`src/rtl/rds_pkg.sv`:
```
`timescale 1ns / 1ps
`default_nettype none
// ----------------------------------------------------------------------------
// rds_pkg
// Types, codes and constants shared by the relay dose sequencer files.
// ----------------------------------------------------------------------------
package rds_pkg;

  localparam int unsigned SEC_W     = 8;
  localparam int unsigned BYTE_W    = 8;
  localparam int unsigned RELAY_W   = 4;
  localparam int unsigned LED_W     = 3;
  localparam int unsigned CFG_IDX_W = 8;
  localparam int unsigned CFG_DAT_W = 8;

  localparam logic [SEC_W-1:0] SETTLE_SECONDS_DEF = 8'd3;

  localparam logic [SEC_W-1:0] LOAD_SECONDS_RST   = 8'd5;
  localparam logic [SEC_W-1:0] POISON_SECONDS_RST = 8'd8;
  localparam logic [SEC_W-1:0] RINSE_SECONDS_RST  = 8'd17;

  // configuration register indexes
  localparam logic [CFG_IDX_W-1:0] REG_LOAD_SECONDS   = 8'd0;
  localparam logic [CFG_IDX_W-1:0] REG_POISON_SECONDS = 8'd1;
  localparam logic [CFG_IDX_W-1:0] REG_RINSE_SECONDS  = 8'd2;

  // command and reply characters
  localparam logic [BYTE_W-1:0] CH_STATUS = 8'h53; // 'S'
  localparam logic [BYTE_W-1:0] CH_RAIN   = 8'h4C; // 'L'
  localparam logic [BYTE_W-1:0] CH_FORCED = 8'h46; // 'F'
  localparam logic [BYTE_W-1:0] CH_DOSE   = 8'h44; // 'D'
  localparam logic [BYTE_W-1:0] CH_PANIC  = 8'h50; // 'P'
  localparam logic [BYTE_W-1:0] CH_VOID   = 8'h56; // 'V'

  // active-low led codes
  localparam logic [LED_W-1:0] LED_BUSY   = 3'd2;
  localparam logic [LED_W-1:0] LED_EMPTY  = 3'd6;
  localparam logic [LED_W-1:0] LED_BYPASS = 3'd3;
  localparam logic [LED_W-1:0] LED_RAIN   = 3'd0;
  localparam logic [LED_W-1:0] LED_READY  = 3'd5;

  // relay patterns: bit0 pump, bit1 valve, bit2 poison, bit3 spare
  localparam logic [RELAY_W-1:0] RELAY_OFF    = 4'h0;
  localparam logic [RELAY_W-1:0] RELAY_WATER  = 4'h3;
  localparam logic [RELAY_W-1:0] RELAY_POISON = 4'h7;

  typedef enum logic [2:0] {
    PH_IDLE   = 3'd0,
    PH_LOAD   = 3'd1,
    PH_POISON = 3'd2,
    PH_RINSE  = 3'd3,
    PH_SETTLE = 3'd4
  } phase_t;

  typedef struct packed {
    phase_t           phase;
    logic [SEC_W-1:0] seconds_left;
    logic             tank_empty;
    logic             forced_pending;
  } rds_state_t;

  typedef struct packed {
    logic              cmd;
    logic [BYTE_W-1:0] msg_byte;
    logic              rain_wet;
    logic              sensor_enabled;
    logic              force_request;
  } rds_item_t;

  typedef struct packed {
    logic [RELAY_W-1:0] relays_on;
    logic               reply_valid;
    logic [BYTE_W-1:0]  reply_char;
    logic [LED_W-1:0]   led_n;
    logic               busy_res;
    logic               dropped;
  } rds_res_t;

endpackage
`default_nettype wire

```
`src/rtl/rds_in_if.sv`:
```
`timescale 1ns / 1ps
`default_nettype none
// ----------------------------------------------------------------------------
// rds_in_if
// Input item channel: ticks and received command bytes.
// ----------------------------------------------------------------------------
interface rds_in_if;
  import rds_pkg::*;

  logic              valid;
  logic              ready;
  logic              cmd;
  logic [BYTE_W-1:0] msg_byte;
  logic              rain_wet;
  logic              sensor_enabled;
  logic              force_request;

  modport source (
    output valid, cmd, msg_byte, rain_wet, sensor_enabled, force_request,
    input  ready
  );

  modport sink (
    input  valid, cmd, msg_byte, rain_wet, sensor_enabled, force_request,
    output ready
  );

endinterface
`default_nettype wire

```
`src/rtl/rds_out_if.sv`:
```
`timescale 1ns / 1ps
`default_nettype none
// ----------------------------------------------------------------------------
// rds_out_if
// Result item channel: relay, reply and led status.
// ----------------------------------------------------------------------------
interface rds_out_if;
  import rds_pkg::*;

  logic               valid;
  logic               ready;
  logic [RELAY_W-1:0] relays_on;
  logic               reply_valid;
  logic [BYTE_W-1:0]  reply_char;
  logic [LED_W-1:0]   led_n;
  logic               busy_res;
  logic               dropped;

  modport source (
    output valid, relays_on, reply_valid, reply_char, led_n, busy_res, dropped,
    input  ready
  );

  modport sink (
    input  valid, relays_on, reply_valid, reply_char, led_n, busy_res, dropped,
    output ready
  );

endinterface
`default_nettype wire

```
`src/rtl/rds_cfg_if.sv`:
```
`timescale 1ns / 1ps
`default_nettype none
// ----------------------------------------------------------------------------
// rds_cfg_if
// Configuration write channel: register index and write data.
// ----------------------------------------------------------------------------
interface rds_cfg_if;
  import rds_pkg::*;

  logic                 valid;
  logic                 ready;
  logic [CFG_IDX_W-1:0] index;
  logic [CFG_DAT_W-1:0] data;

  modport source (
    output valid, index, data,
    input  ready
  );

  modport sink (
    input  valid, index, data,
    output ready
  );

endinterface
`default_nettype wire

```
`src/rtl/rds_step.sv`:
```
`timescale 1ns / 1ps
`default_nettype none
// ----------------------------------------------------------------------------
// rds_step
// Next-state and result logic for one item: command decode, phase timer,
// zero-length phase skipping, reply and led selection.
// ----------------------------------------------------------------------------
module rds_step import rds_pkg::*; (
  input  rds_state_t       st,
  input  rds_item_t        item,
  input  logic [SEC_W-1:0] load_sec,
  input  logic [SEC_W-1:0] poison_sec,
  input  logic [SEC_W-1:0] rinse_sec,
  input  logic [SEC_W-1:0] settle_sec,
  output rds_state_t       st_nxt,
  output rds_res_t         res
);

  function automatic logic [SEC_W-1:0] phase_len(
    input logic [2:0]       p,
    input logic [SEC_W-1:0] l_load,
    input logic [SEC_W-1:0] l_poison,
    input logic [SEC_W-1:0] l_rinse,
    input logic [SEC_W-1:0] l_settle
  );
    logic [SEC_W-1:0] len;
    unique case (p)
      PH_LOAD:   len = l_load;
      PH_POISON: len = l_poison;
      PH_RINSE:  len = l_rinse;
      PH_SETTLE: len = l_settle;
      default:   len = '0;
    endcase
    return len;
  endfunction

  function automatic logic is_run(input logic [2:0] p);
    return (p >= PH_LOAD) && (p <= PH_SETTLE);
  endfunction

  // enter phase p, skipping phases of zero length; past settle goes idle
  function automatic rds_state_t enter_phase(
    input logic [2:0]       start,
    input logic [SEC_W-1:0] l_load,
    input logic [SEC_W-1:0] l_poison,
    input logic [SEC_W-1:0] l_rinse,
    input logic [SEC_W-1:0] l_settle,
    input rds_state_t       base
  );
    logic [2:0] p;
    rds_state_t s;
    s = base;
    p = start;
    for (int i = 0; i < 4; i++) begin
      if (is_run(p) && (phase_len(p, l_load, l_poison, l_rinse, l_settle) == '0)) begin
        p = p + 3'd1;
      end
    end
    if (is_run(p)) begin
      s.phase        = phase_t'(p);
      s.seconds_left = phase_len(p, l_load, l_poison, l_rinse, l_settle);
    end else begin
      s.phase        = PH_IDLE;
      s.seconds_left = '0;
    end
    return s;
  endfunction

  logic busy_now;
  logic busy_next;

  assign busy_now = is_run(st.phase);

  always_comb begin
    st_nxt          = st;
    res             = '0;
    if (item.force_request) begin
      st_nxt.forced_pending = 1'b1;
    end

    if (!item.cmd) begin
      // one-second tick
      if (busy_now) begin
        if (st.seconds_left > 8'd1) begin
          st_nxt.seconds_left = st.seconds_left - 8'd1;
        end else begin
          st_nxt = enter_phase(st.phase + 3'd1, load_sec, poison_sec, rinse_sec,
                               settle_sec, st_nxt);
        end
      end
    end else if (busy_now) begin
      res.dropped = 1'b1;
    end else begin
      unique case (item.msg_byte)
        CH_STATUS: begin
          st_nxt.tank_empty = 1'b0;
          res.reply_valid   = 1'b1;
          if (st_nxt.forced_pending) begin
            res.reply_char        = CH_FORCED;
            st_nxt.forced_pending = 1'b0;
          end else if (item.rain_wet && item.sensor_enabled) begin
            res.reply_char = CH_RAIN;
          end else begin
            res.reply_char = CH_STATUS;
          end
        end
        CH_DOSE: begin
          st_nxt = enter_phase(PH_LOAD, load_sec, poison_sec, rinse_sec,
                               settle_sec, st_nxt);
        end
        CH_PANIC: begin
          st_nxt.phase        = PH_IDLE;
          st_nxt.seconds_left = '0;
        end
        CH_VOID: begin
          st_nxt.tank_empty = 1'b1;
        end
        default: begin
        end
      endcase
    end

    busy_next    = is_run(st_nxt.phase);
    res.busy_res = busy_next;

    priority if (busy_next) begin
      res.led_n = LED_BUSY;
    end else if (st_nxt.tank_empty) begin
      res.led_n = LED_EMPTY;
    end else if (!item.sensor_enabled) begin
      res.led_n = LED_BYPASS;
    end else if (item.rain_wet) begin
      res.led_n = LED_RAIN;
    end else begin
      res.led_n = LED_READY;
    end

    unique case (st_nxt.phase)
      PH_LOAD:   res.relays_on = RELAY_WATER;
      PH_POISON: res.relays_on = RELAY_POISON;
      PH_RINSE:  res.relays_on = RELAY_WATER;
      default:   res.relays_on = RELAY_OFF;
    endcase
  end

endmodule
`default_nettype wire

```
`src/rtl/relay_dose_sequencer.sv`:
```
`timescale 1ns / 1ps
`default_nettype none
// ----------------------------------------------------------------------------
// relay_dose_sequencer
// Pump, valve and poison relay sequencer driven by one-second ticks and
// one-byte radio commands, with reply and led status per item.
// ----------------------------------------------------------------------------
// a result is registered and valid in the cycle after its item is accepted
// throughput: one item per cycle; the state update is a single register stage
// and the result register frees up whenever the downstream side takes its item
// reset (rst_n low, synchronous): sequence idle, flags cleared, load/poison/
// rinse times back to 5/8/17 s, no result pending
module relay_dose_sequencer import rds_pkg::*; #(
  parameter logic [SEC_W-1:0] SETTLE_SECONDS = SETTLE_SECONDS_DEF
) (
  input  logic      clk,
  input  logic      rst_n,
  rds_in_if.sink    in_ch,
  rds_out_if.source out_ch,
  rds_cfg_if.sink   cfg_ch
);

  logic [SEC_W-1:0] load_sec_r;
  logic [SEC_W-1:0] poison_sec_r;
  logic [SEC_W-1:0] rinse_sec_r;

  rds_state_t st_r;
  rds_state_t st_nxt;
  rds_item_t  item;
  rds_res_t   res_nxt;
  rds_res_t   res_r;
  logic       out_valid_r;
  logic       in_take;

  assign cfg_ch.ready = 1'b1;

  always_ff @(posedge clk) begin
    if (!rst_n) begin
      load_sec_r   <= LOAD_SECONDS_RST;
      poison_sec_r <= POISON_SECONDS_RST;
      rinse_sec_r  <= RINSE_SECONDS_RST;
    end else if (cfg_ch.valid) begin
      if (cfg_ch.index == REG_LOAD_SECONDS) begin
        load_sec_r <= cfg_ch.data;
      end
      if (cfg_ch.index == REG_POISON_SECONDS) begin
        poison_sec_r <= cfg_ch.data;
      end
      if (cfg_ch.index == REG_RINSE_SECONDS) begin
        rinse_sec_r <= cfg_ch.data;
      end
    end
  end

  // a new item enters whenever the result register is empty or being drained
  assign in_ch.ready = !out_valid_r || out_ch.ready;
  assign in_take     = in_ch.valid && in_ch.ready;

  assign item.cmd            = in_ch.cmd;
  assign item.msg_byte       = in_ch.msg_byte;
  assign item.rain_wet       = in_ch.rain_wet;
  assign item.sensor_enabled = in_ch.sensor_enabled;
  assign item.force_request  = in_ch.force_request;

  rds_step u_step (
    .st         (st_r),
    .item       (item),
    .load_sec   (load_sec_r),
    .poison_sec (poison_sec_r),
    .rinse_sec  (rinse_sec_r),
    .settle_sec (SETTLE_SECONDS),
    .st_nxt     (st_nxt),
    .res        (res_nxt)
  );

  always_ff @(posedge clk) begin
    if (!rst_n) begin
      st_r        <= '{phase: PH_IDLE, seconds_left: '0, tank_empty: 1'b0,
                       forced_pending: 1'b0};
      out_valid_r <= 1'b0;
    end else begin
      if (in_take) begin
        st_r        <= st_nxt;
        out_valid_r <= 1'b1;
      end else if (out_ch.ready) begin
        out_valid_r <= 1'b0;
      end
    end
  end

  always_ff @(posedge clk) begin
    if (in_take) begin
      res_r <= res_nxt;
    end
  end

  assign out_ch.valid       = out_valid_r;
  assign out_ch.relays_on   = res_r.relays_on;
  assign out_ch.reply_valid = res_r.reply_valid;
  assign out_ch.reply_char  = res_r.reply_char;
  assign out_ch.led_n       = res_r.led_n;
  assign out_ch.busy_res    = res_r.busy_res;
  assign out_ch.dropped     = res_r.dropped;

endmodule
`default_nettype wire

```
`src/flat_wrapper.sv`:
```
// flat-port wrapper written by rule: the top's interface ports become plain ports
module relay_dose_sequencer_flat import rds_pkg::*;
#(
  parameter logic [SEC_W-1:0] SETTLE_SECONDS = SETTLE_SECONDS_DEF
)
  (clk, rst_n, in_ch_valid, in_ch_cmd, in_ch_msg_byte, in_ch_rain_wet, in_ch_sensor_enabled, in_ch_force_request, in_ch_ready, out_ch_valid, out_ch_relays_on, out_ch_reply_valid, out_ch_reply_char, out_ch_led_n, out_ch_busy_res, out_ch_dropped, out_ch_ready, cfg_ch_valid, cfg_ch_index, cfg_ch_data, cfg_ch_ready);
  rds_in_if in_ch_i ();
  rds_out_if out_ch_i ();
  rds_cfg_if cfg_ch_i ();
  input  logic clk;
  input  logic rst_n;
  input wire logic [$bits(in_ch_i.valid)-1:0] in_ch_valid;
  input wire logic [$bits(in_ch_i.cmd)-1:0] in_ch_cmd;
  input wire logic [$bits(in_ch_i.msg_byte)-1:0] in_ch_msg_byte;
  input wire logic [$bits(in_ch_i.rain_wet)-1:0] in_ch_rain_wet;
  input wire logic [$bits(in_ch_i.sensor_enabled)-1:0] in_ch_sensor_enabled;
  input wire logic [$bits(in_ch_i.force_request)-1:0] in_ch_force_request;
  output wire logic [$bits(in_ch_i.ready)-1:0] in_ch_ready;
  output wire logic [$bits(out_ch_i.valid)-1:0] out_ch_valid;
  output wire logic [$bits(out_ch_i.relays_on)-1:0] out_ch_relays_on;
  output wire logic [$bits(out_ch_i.reply_valid)-1:0] out_ch_reply_valid;
  output wire logic [$bits(out_ch_i.reply_char)-1:0] out_ch_reply_char;
  output wire logic [$bits(out_ch_i.led_n)-1:0] out_ch_led_n;
  output wire logic [$bits(out_ch_i.busy_res)-1:0] out_ch_busy_res;
  output wire logic [$bits(out_ch_i.dropped)-1:0] out_ch_dropped;
  input wire logic [$bits(out_ch_i.ready)-1:0] out_ch_ready;
  input wire logic [$bits(cfg_ch_i.valid)-1:0] cfg_ch_valid;
  input wire logic [$bits(cfg_ch_i.index)-1:0] cfg_ch_index;
  input wire logic [$bits(cfg_ch_i.data)-1:0] cfg_ch_data;
  output wire logic [$bits(cfg_ch_i.ready)-1:0] cfg_ch_ready;
  assign in_ch_i.valid = in_ch_valid;
  assign in_ch_i.cmd = in_ch_cmd;
  assign in_ch_i.msg_byte = in_ch_msg_byte;
  assign in_ch_i.rain_wet = in_ch_rain_wet;
  assign in_ch_i.sensor_enabled = in_ch_sensor_enabled;
  assign in_ch_i.force_request = in_ch_force_request;
  assign in_ch_ready = in_ch_i.ready;
  assign out_ch_valid = out_ch_i.valid;
  assign out_ch_relays_on = out_ch_i.relays_on;
  assign out_ch_reply_valid = out_ch_i.reply_valid;
  assign out_ch_reply_char = out_ch_i.reply_char;
  assign out_ch_led_n = out_ch_i.led_n;
  assign out_ch_busy_res = out_ch_i.busy_res;
  assign out_ch_dropped = out_ch_i.dropped;
  assign out_ch_i.ready = out_ch_ready;
  assign cfg_ch_i.valid = cfg_ch_valid;
  assign cfg_ch_i.index = cfg_ch_index;
  assign cfg_ch_i.data = cfg_ch_data;
  assign cfg_ch_ready = cfg_ch_i.ready;
  relay_dose_sequencer #(.SETTLE_SECONDS(SETTLE_SECONDS)) u_core (.clk(clk), .rst_n(rst_n), .in_ch(in_ch_i), .out_ch(out_ch_i), .cfg_ch(cfg_ch_i));
endmodule
```
`config.mk`:
```
export PLATFORM = sky130hd
export DESIGN_NAME = relay_dose_sequencer_flat
export DESIGN_NICKNAME = d
export VERILOG_FILES = /design/src/rtl/rds_pkg.sv /design/src/rtl/rds_in_if.sv /design/src/rtl/rds_out_if.sv /design/src/rtl/rds_cfg_if.sv /design/src/rtl/rds_step.sv /design/src/rtl/relay_dose_sequencer.sv /design/src/flat_wrapper.sv
export SDC_FILE = /design/constraint.sdc
export NUM_CORES = 1
export LEC_CHECK = 0
export BUFFER_PORTS_ARGS = -buffer_cell sky130_fd_sc_hd__buf_2
export CAP_MARGIN = 20
export CORE_UTILIZATION = 50
export DETAILED_ROUTE_END_ITERATION = 16
export MAX_ROUTING_LAYER = met4
export PLACE_DENSITY = 0.73
export SYNTH_ARGS = -nofsm -noshare
export SYNTH_HDL_FRONTEND = slang
export SYNTH_SLANG_ARGS = --single-unit
```
`constraint.sdc`:
```
create_clock -name clk -period 9.1 [get_ports clk]
set_input_delay 1.82 -clock clk [delete_from_list [all_inputs] [get_ports clk]]
set_output_delay 1.82 -clock clk [all_outputs]
set_load 0.02 [all_outputs]
```
=== Word-level counts from Yosys, hierarchy flattened ===
Cells that the tools add are included.

* Register bits: 56
* Bits in latches: 0
* Memory bits (writable): 0
* ROM bits: 0
* Input port bits: 33
* Output and inout port bits: 21
* Logic and storage cells: 228
* Memories kept: 0

* Add/sub/neg operators: 9
* Multiply operators: 0
* Divide/modulo/power cells: 0
* Magnitude comparators: 23
* Equal/unequal tests: 46
* Shift operators: 0
* Muxes and demuxes: 86
* Bitwise gates (word level): 3
* Reduce and logical (&&, ||, !) cells: 44

{| class="wikitable"
|+ Operators with widths
! operator !! count
|-
| one-hot mux 8 bit (4 select lines) || 9
|-
| 2-to-1 mux 8 bit || 26
|-
| 2-to-1 mux 3 bit || 35
|-
| zero test 8 bit || 9
|-
| equality test 3 x 2 -> 1 bit, second input constant || 20
|-
| 2-to-1 mux 13 bit || 3
|-
| >= comparator 3 x 1 -> 1 bit, second input constant || 11
|-
| less-or-equal comparator 3 bit, second input constant || 11
|-
| equality test 8 x 7 -> 1 bit, second input constant || 4
|-
| equality test 3 x 1 -> 1 bit, second input constant || 10
|-
| equality test 3 bit, second input constant || 9
|-
| adder 3 x 1 -> 3 bit, second input constant || 8
|-
| 2-to-1 mux 11 bit || 2
|-
| one-hot mux 11 bit (2 select lines) || 1
|-
| logical AND 1 bit || 20
|-
| 2-to-1 mux 9 bit || 1
|-
| equality test 8 x 1 -> 1 bit, second input constant || 1
|-
| equality test 8 x 2 -> 1 bit, second input constant || 1
|-
| greater-than comparator 8 x 1 -> 1 bit, second input constant || 1
|-
| subtractor 8 x 1 -> 8 bit, second input constant || 1
|-
| one-hot mux 3 bit (2 select lines) || 1
|-
| AND reduction 2 bit || 3
|-
| OR reduction 2 bit || 3
|-
| OR reduction 3 bit || 2
|-
| other kinds (12) || 19
|}

=== Depth between registers and ports, before layout ===
Gate-level depths: netlist of the first run.

* Depth in word-level cells: 54
* Depth in mapped cells: 34
* Mapped depth without buffers: 33

=== Hierarchy ===
Synthesis of the first run repeated with hierarchy kept, for this count alone.

* Cells, all modules: 580
* Area total of the unflattened synthesis: 5019.8 um^2

{| class="wikitable"
|+ By module, submodules not included
! module !! instances !! cells each !! area an instance (um^2) !! seq. area each (um^2)
|-
| rds_step || 1 || 400 || 2890.3 || 0.0
|-
| relay_dose_sequencer || 1 || 180 || 2129.5 || 1301.2
|}

=== Worst setup path before layout of the first run ===
Ideal clock, no wire load.

* Path type: flip-flop to flip-flop
* Start point: reg u_core.rinse_sec_r[3]
* End point: reg u_core.res_r (netlist bit u_core.out_ch.led_n[1]) (data pin)
* Library setup time: 0.272 ns
* Arrival: 7.517 ns
* Data required time: 8.828 ns
* Path slack: 1.311 ns
* Stages on the path, launching flop included: 31
* Path buffers: 1
* Period minus slack after synthesis: 7.789 ns
* Path through: dfxtp_1 > or4_4 > or2_1 > buf_6 > a2111oi_4 > mux2i_1 > inv_1 > ha_1 > ha_1 > o21ai_0 > o2111ai_1 > a21o_2 > o21ai_0 > nand2_2 > ha_1 > ha_1 > a221o_2 > a211oi_1 > o21ai_0 > and2_1 > nor2_1 > inv_1 > ha_1 > ha_1 > a222oi_1 > inv_1 > a211oi_4 > mux2_4 > o211a_1 > and3_4 > or4b_4

* Longest elaborated chain between the ends: 52
* Elaborated cells on any way between the ends: 127
* Classes of those cells: add/sub (5); order compare (16); eq/ne (20); mux (63); reduce/logical (23)

{| class="wikitable"
|+ RTL lines
! item !! line !! RTL
|-
| from (decl) || relay_dose_sequencer.sv:25 || <nowiki>logic [SEC_W-1:0] rinse_sec_r;</nowiki>
|-
| from (signal assigned) || relay_dose_sequencer.sv:50 || <nowiki>rinse_sec_r <= cfg_ch.data;</nowiki>
|-
| one-hot mux 8 bit (4 select lines) || rds_step.sv:27 || <nowiki>unique case (p)</nowiki>
|-
| 2-to-1 mux 8 bit || rds_step.sv:84 || <nowiki>if (st.seconds_left > 8'd1) begin</nowiki>
|-
| 2-to-1 mux 8 bit || rds_step.sv:83 || <nowiki>if (busy_now) begin</nowiki>
|-
| 2-to-1 mux 8 bit || rds_step.sv:81 || <nowiki>if (!item.cmd) begin</nowiki>
|-
| zero test 8 bit || rds_step.sv:55 || <nowiki>if (is_run(p) && (phase_len(p, l_load, l_poison, l_rinse, l_settle) == '0)) begin</nowiki>
|-
| logical AND 1 bit || rds_step.sv:55 ||
|-
| 2-to-1 mux 3 bit || rds_step.sv:55 ||
|-
| 2-to-1 mux 3 bit || rds_step.sv:84 ||
|-
| [... 36 more ...] || n/a ||
|-
| logical AND 1 bit || rds_step.sv:38 || <nowiki>return (p >= PH_LOAD) && (p <= PH_SETTLE);</nowiki>
|-
| 2-to-1 mux 11 bit || rds_step.sv:59 || <nowiki>if (is_run(p)) begin</nowiki>
|-
| 2-to-1 mux 3 bit || rds_step.sv:84 ||
|-
| 2-to-1 mux 13 bit || rds_step.sv:83 ||
|-
| 2-to-1 mux 13 bit * || rds_step.sv:81 ||
|-
| >= comparator 3 x 1 -> 1 bit or less-or-equal comparator 3 bit (tied branches) || rds_step.sv:38 ||
|-
| logical AND 1 bit * || rds_step.sv:38 ||
|-
| OR reduction 3 bit (no source line) * || n/a ||
|-
| to (signal assigned) || relay_dose_sequencer.sv:93 || <nowiki>res_r <= res_nxt;</nowiki>
|-
| to (decl) || relay_dose_sequencer.sv:31 || <nowiki>rds_res_t res_r;</nowiki>
|}

Mark *: on every way between the ends. The rest lies on a longest branch, timed or not. The select of a mux whose other input is x is not followed.
A chain may end at the register's enable or synchronous reset.

=== Worst setup path after layout of the first run ===
* Start point: reg u_core.rinse_sec_r[7]
* End point: reg u_core.res_r (netlist bit u_core.out_ch.led_n[1]) (data pin)

The elaborated chain is that of the path after synthesis.

==> impl_metrics.py, run 1 <==
metrics = {
    "critical_path": {
        "crit_top_cell": "ha_1",
        "critPathArrivalTime_ps": 8760,
        "path_max_fanout": 8,
        "reg2reg_depth": 29,
        "reg2reg_setup_slack_ps": 400,
        "cp-start-kind": "register",
        "worst_ep_required_time_ps": 9160,
        "cp_num_cells": 29,
        "crit_path_end_kind": "register",
        "slowest_delay_ps": 610,
        "crit_type": "reg -> reg",
        "path_buf_inv": 3,
        "cp_slowest_cell": "or4_1",
        "cpLargestDelayFamily": "compound AO/OA/AOI/OAI gates",
    },
    "yosys": {
        "yosysTopAreaCellShare_pct": 18.4,
        "synthArstFlopShare_pct": 0,
        "ys_types": 82,
        "synth_top_flop_cell": "dfxtp_1",
        "synth_top_area_cell": "dfxtp_1",
        "yosys-top-cells-count": "nor2_1, dfxtp_1, nand2_1",
        "ys_warn_count": 0,
        "syn_avg_cell_area_sq_um": 8.76,
        "yosys-top-cells-area": "dfxtp_1, edfxtp_1, ha_1",
        "ys_ff_latch": 51,
        "synth_edf_count": 13,
        "syn_area_sq_mm": 0.00414,
        "seq_area_frac_synth_pct": 27.8,
        "yosysMostFrequentCell": "nor2_1",
        "synth_cells": 472,
    },
    "clock_network": {
        "clock-sinks": 51,
        "clkTransAtPathRegs_ps": 110,
        "holdBufCountCts": 0,
        "numCtsBuffers": 5,
        "cts_max_level": 2,
        "clockRootBuffer": "clkbuf_8",
        "cts_tree": "yes",
        "clk_latency_ps": 320,
        "cts_buffer_depth": 2,
    },
    "cells_and_area": {
        "nNetsFinal": 584,
        "fin_area_sq_mm": 0.00453,
        "diodes": 0,
        "area_growth_syn_to_layout_pct": 9.65,
        "drive_above_1_share_pct": 18.8,
    },
    "flow_run": {
        "drv_cap": 0,
    },
    "sta": {
        "hold_viol_final": 0,
        "setup_violations": 0,
        "min_period_ps": 8700,
        "slew_viol_final": 0,
        "worst_pin_slew_ps": 968,
        "fmax_mhz": 115,
        "tns_ps": 0,
        "slew_headroom_pct": 35.5,
        "clock_skew_ps": 13.8,
        "finalCritPeriodShare_pct": 95.6,
        "rsz0062_at_grt": "false",
    },
    "detailed_routing": {
        "drc": 0,
        "viasPerCell": 6.24,
        "wirelength_mm": 11.0,
        "antenna_left": 0,
        "drt-wirelength-per-cell_microns": 17.7,
        "vias": 3887,
        "first_iter_violations": 311,
        "drtPass1Iterations": 6,
    },
    "place": {
        "detailed_place.area_sq_mm": 0.00443,
        "finalWeightedCongestion": 0.937,
        "hpwlAfterDp_mm": 8.53,
        "io_buffers": 49,
    },
    "global_routing": {
        "grt_pass1_wl_mm": 17.5,
        "grt_util_all_layers_pct": 26.4,
        "grt_max_degree": 28,
        "grt-ovfl-total": 0,
        "antenna_found_initial": 0,
        "grt_pass1_vias": 3632,
    },
    "floorplan": {
        "start_util_pct": 52.7,
        "die-width_microns": 92.9,
        "num_rows": 32,
        "core_sq_mm": 0.00785,
        "die_area_sq_mm": 0.00864,
        "die_y_microns": 92.9,
        "ios": 54,
    },
    "worst_hold_path": {
        "worstHoldPathCells": 2,
        "min_path_type": "reg -> reg",
    },
    "run_status": {
        "status": "completed",
    },
}
==> cells in the final DEF (no fill, tap or decap), types with 5 or more instances in the layout <==
master / Yosys / final
buf_2: 0 / 49
nor2_1: 45 / 45
dfxtp_1: 38 / 37
nand2_1: 34 / 34
mux2i_1: 32 / 32
a21oi_1: 30 / 30
ha_1: 29 / 29
inv_1: 28 / 28
o21ai_0: 16 / 15
edfxtp_1: 13 / 13
nor4_1: 11 / 11
nor3_1: 10 / 10
a211oi_1: 9 / 9
nand3_1: 8 / 8
and2_1: 7 / 7
xnor2_1: 7 / 7
a222oi_1: 7 / 7
or4_1: 6 / 6
and3_1: 6 / 6
buf_4: 7 / 6
nor4b_1: 5 / 5
clkbuf_8: 0 / 5
==> what timing repair did <==
item,4_1_cts,5_1_grt
setup endpoints to repair,0,2
setup buffers,0,1
gates resized for setup,0,2
==> registers in the layout (all words and copies together) (netlist names) <==
signal	cells
u_core.st_r	13
u_core.load_sec_r	8
u_core.poison_sec_r	8
u_core.rinse_sec_r	8
u_core.out_ch.reply_char	5
u_core.out_ch.led_n	3
u_core.out_ch.relays_on	2
u_core.out_ch.busy_res	1
u_core.out_ch.dropped	1
u_core.out_ch.reply_valid	1
u_core.out_ch.valid	1
==> routing by layer <==
metal / global-route usage [%] / share of wire, %
met5: - / 0
met4: 10.8 / 3.4
met3: 3.78 / 5.6
met2: 43.8 / 49
met1: 32.1 / 42
==> per-stage QoR <==
stage                     worst slack (ps)  util [%]  hold WS, ps  std cells
after floorplan                       1310         -          485        474
after global placement                 743      56.5          489        614
after detailed placement               367      56.5          519        614
after CTS                              346      57.7          538        622
after global routing                  21.8      57.8          572        623
final                                  400      57.8          541        623
==> worst register-to-register path: cells and delay by family (launching register included) <==
family          cells  cell delay, ps
buf+inv             3             440
mux                 2             720
compound gates     11            3380
flops               1             350
fa+ha+maj           6            1230
simple gates        7            2300
==> kinds of logic after synthesis <==
| group | Yosys count | share of synthesized area, % |
|---|---|---|
| AOI/OAI and AO/OA | 130 | 24.1 |
| xor gates and xnor gates | 11 | 2.33 |
| adders and majority gates | 31 | 9.74 |
| buffers and inverters | 48 | 5.87 |
| DFF | 51 | 27.8 |
| muxes | 37 | 9.29 |
| other | 2 | 0.182 |
| and+or+nand+nor | 162 | 20.7 |
==> layout make-up <==
class | instances | area [sq um]
fill | 778 | 3310
multi-input combinational | 375 | 2750
sequential | 51 | 1150
timing repair buffer | 55 | 290
tap | 102 | 128
inverter | 32 | 120
clock buffer | 5 | 68.8
clock inverter | 3 | 26.3
==> final timing paths <==
kind,from,end
setup reg to reg,u_core.rinse_sec_r[7],u_core.out_ch.led_n[1]
hold / removal,u_core.out_ch.valid,u_core.out_ch.valid
hold reg to reg,u_core.out_ch.valid,u_core.out_ch.valid
setup / recovery,u_core.rinse_sec_r[7],u_core.out_ch.led_n[1]
Power of run 1 is left out: the tool's default activity adds up to more than one toggle a clock period on the data nets, which glitch-free logic cannot reach.
==> inputs of run 2 (changes only) <==
--- a/config.mk
+++ b/config.mk
@@ -10,7 +10,8 @@
 export CORE_UTILIZATION = 50
 export DETAILED_ROUTE_END_ITERATION = 16
 export MAX_ROUTING_LAYER = met4
-export PLACE_DENSITY = 0.73
+export PLACE_DENSITY = 0.72
 export SYNTH_ARGS = -nofsm -noshare
 export SYNTH_HDL_FRONTEND = slang
+export SYNTH_HIERARCHICAL = 1
 export SYNTH_SLANG_ARGS = --single-unit
==> run 2 against run 1 <==
Critical path depth increased by 10. Wire length increased by 14%. Die area increased by 21%. Synthesized area increased by 21%. Non-clock buffer count increased by 3.
==> impl_metrics.py, run 2 <==
metrics = {
    "cells_and_area": {
        "area_growth_syn_to_layout_pct": 11.2,
        "nNetsFinal": 711,
        "fill_cells": 897,
        "diodes": 0,
        "final_cell_mix": "nand2_1, buf_2, mux2i_1, dfxtp_1, ha_1",
        "largest_register": "u_core/st_r",
        "largest_register_ffs": 13,
        "drive_above_1_share_pct": 17.0,
        "layout_commonest_cell": "nand2_1",
        "fin_util_pct": 57.4,
        "layout.cells.non_filler": 775,
    },
    "floorplan": {
        "core_sq_mm": 0.00973,
        "start_util_pct": 51.6,
        "die_area_sq_mm": 0.0104,
        "ios": 54,
        "num_rows": 36,
        "die-width_microns": 102,
        "die_y_microns": 102,
    },
    "yosys": {
        "synth_edf_count": 18,
        "synth_top_flop_cell": "dfxtp_1",
        "synthArstFlopShare_pct": 0,
        "yosys-top-cells-area": "dfxtp_1, edfxtp_1, ha_1",
        "synth_cells": 580,
        "yosysTopAreaCellShare_pct": 15.2,
        "seq_area_frac_synth_pct": 25.9,
        "yosys-top-cells-count": "nand2_1, dfxtp_1, mux2i_1",
        "syn_avg_cell_area_sq_um": 8.65,
        "syn_area_sq_mm": 0.00502,
        "yosysMostFrequentCell": "nand2_1",
        "synth_top_area_cell": "dfxtp_1",
        "ys_types": 85,
        "ys_warn_count": 6,
        "ys_ff_latch": 56,
    },
    "critical_path": {
        "reg2reg_setup_slack_ps": 520,
        "reg2reg_to": "u_core/st_r[3]",
        "cpLargestDelayFamily": "compound AO/OA/AOI/OAI gates",
        "crit_type": "reg -> reg",
        "reg2reg_depth": 39,
        "crit_path_end_kind": "register",
        "path_max_fanout": 16,
        "worstReg2RegStart": "u_core/st_r[10]",
        "path_buf_inv": 3,
        "cp_slowest_cell": "o41ai_4",
        "critPathArrivalTime_ps": 8850,
        "crit_top_cell": "ha_1",
        "slowest_delay_ps": 430,
        "cp-start-kind": "register",
        "worst_ep_required_time_ps": 9370,
    },
    "worst_hold_path": {
        "min_path_type": "reg -> reg",
        "min_to": "u_core/poison_sec_r[5]",
        "min_from": "u_core/poison_sec_r[5]",
        "worstHoldPathCells": 2,
    },
    "detailed_routing": {
        "wirelength_mm": 12.6,
        "viasPerCell": 5.89,
        "drt-wirelength-per-cell_microns": 16.2,
        "drc": 0,
        "vias": 4564,
        "antenna_left": 0,
        "first_iter_violations": 252,
        "drtPass1Iterations": 5,
    },
    "sta": {
        "hold_viol_final": 0,
        "tns_ps": 0,
        "worst_pin_slew_ps": 840,
        "rsz0062_at_grt": "false",
        "min_period_ps": 8580,
        "slew_viol_final": 0,
        "clock_skew_ps": 10.1,
        "slew_headroom_pct": 43.8,
        "finalCritPeriodShare_pct": 94.3,
        "setup_violations": 0,
        "fmax_mhz": 117,
    },
    "flow_run": {
        "drv_cap": 0,
    },
    "clock_network": {
        "cts_tree": "yes",
        "cts_max_level": 2,
        "clock-sinks": 56,
        "cts_buffer_depth": 2,
        "clkTransAtPathRegs_ps": 110,
        "clockRootBuffer": "clkbuf_8",
        "clk_latency_ps": 310,
        "numCtsBuffers": 5,
        "holdBufCountCts": 0,
    },
    "global_routing": {
        "grt-ovfl-total": 0,
        "grt_pass1_wl_mm": 20.3,
        "antenna_found_initial": 0,
        "grt_max_degree": 51,
        "grt_pass1_vias": 4324,
        "grt_util_all_layers_pct": 25.1,
    },
    "run_status": {
        "status": "completed",
    },
    "place": {
        "io_buffers": 52,
        "hpwlAfterDp_mm": 9.54,
        "finalWeightedCongestion": 0.900,
        "post-place-cells": 766,
    },
}
[run 2: per-layer routing]
metal | vias up | global-route usage (%) | routed length [microns]
met2 | 159 | 43.3 | 6220
li1 | 2233 | - | -
met4 | 0 | 7.80 | 272
met1 | 2150 | 30.7 | 5500
met5 | - | - | 0
met3 | 22 | 2.60 | 559
[run 2: layout make-up]
cell class	instances	area, sq um	share of cell area (%)
sequential	56	1300	23.3
clock buffer	6	93.8	1.68
clock inverter	2	20.0	0.359
multi-input combinational	495	3600	64.5
timing repair buffer	58	305	5.47
tap	133	166	2.98
inverter	25	93.8	1.68
[run 2: worst reg2reg max path: cells and delay by family (launching register included)]
kind	cells	cell delay, ps
AOI/OAI and AO/OA	18	3590
adders and majority gates	8	1940
and+or+nand+nor	8	1670
xor gates and xnor gates	2	490
buffers and inverters	3	450
DFF	1	380
[run 2: worst max-delay path by stage]
stage	from	end	slack [ps]	cells past startpoint
floorplan	u_core/st_r[10]	u_core/st_r[9]	1520	39
global placement	u_core/load_sec_r[4]	u_core/st_r[3]	710	36
detailed placement	u_core/st_r[11]	u_core/st_r[3]	270	39
CTS	u_core/st_r[10]	u_core/st_r[3]	220	39
global route	u_core/st_r[10]	u_core/st_r[3]	40	39
finish	u_core/st_r[10]	u_core/st_r[3]	520	39
[run 2: through the flow]
step / setup WS [ps] / area, sq um / hold slack, ps
floorplan: 1520 / 5110 / 460
global placement: 714 / 5420 / 478
detailed placement: 265 / 5420 / 483
CTS: 217 / 5530 / 507
global route: 36.3 / 5580 / 527
finish: 522 / 5580 / 514
[run 2: repair_timing]
action                                  4_1_cts  5_1_grt
gates resized for setup                       0       10
endpoints found under the setup margin        0       12
setup buffers                                 0        1
[run 2: logic make-up after synthesis]
family	count (synthesis)	share of synthesized area [%]
xor+xnor	12	2.54
other cells	3	0.224
buf+inv	54	5.16
compound gates	168	26.1
fa+ha+maj	37	9.52
simple gates	210	22.3
flops	56	25.9
mux	40	8.18
Power of run 2 is left out for the same reason.
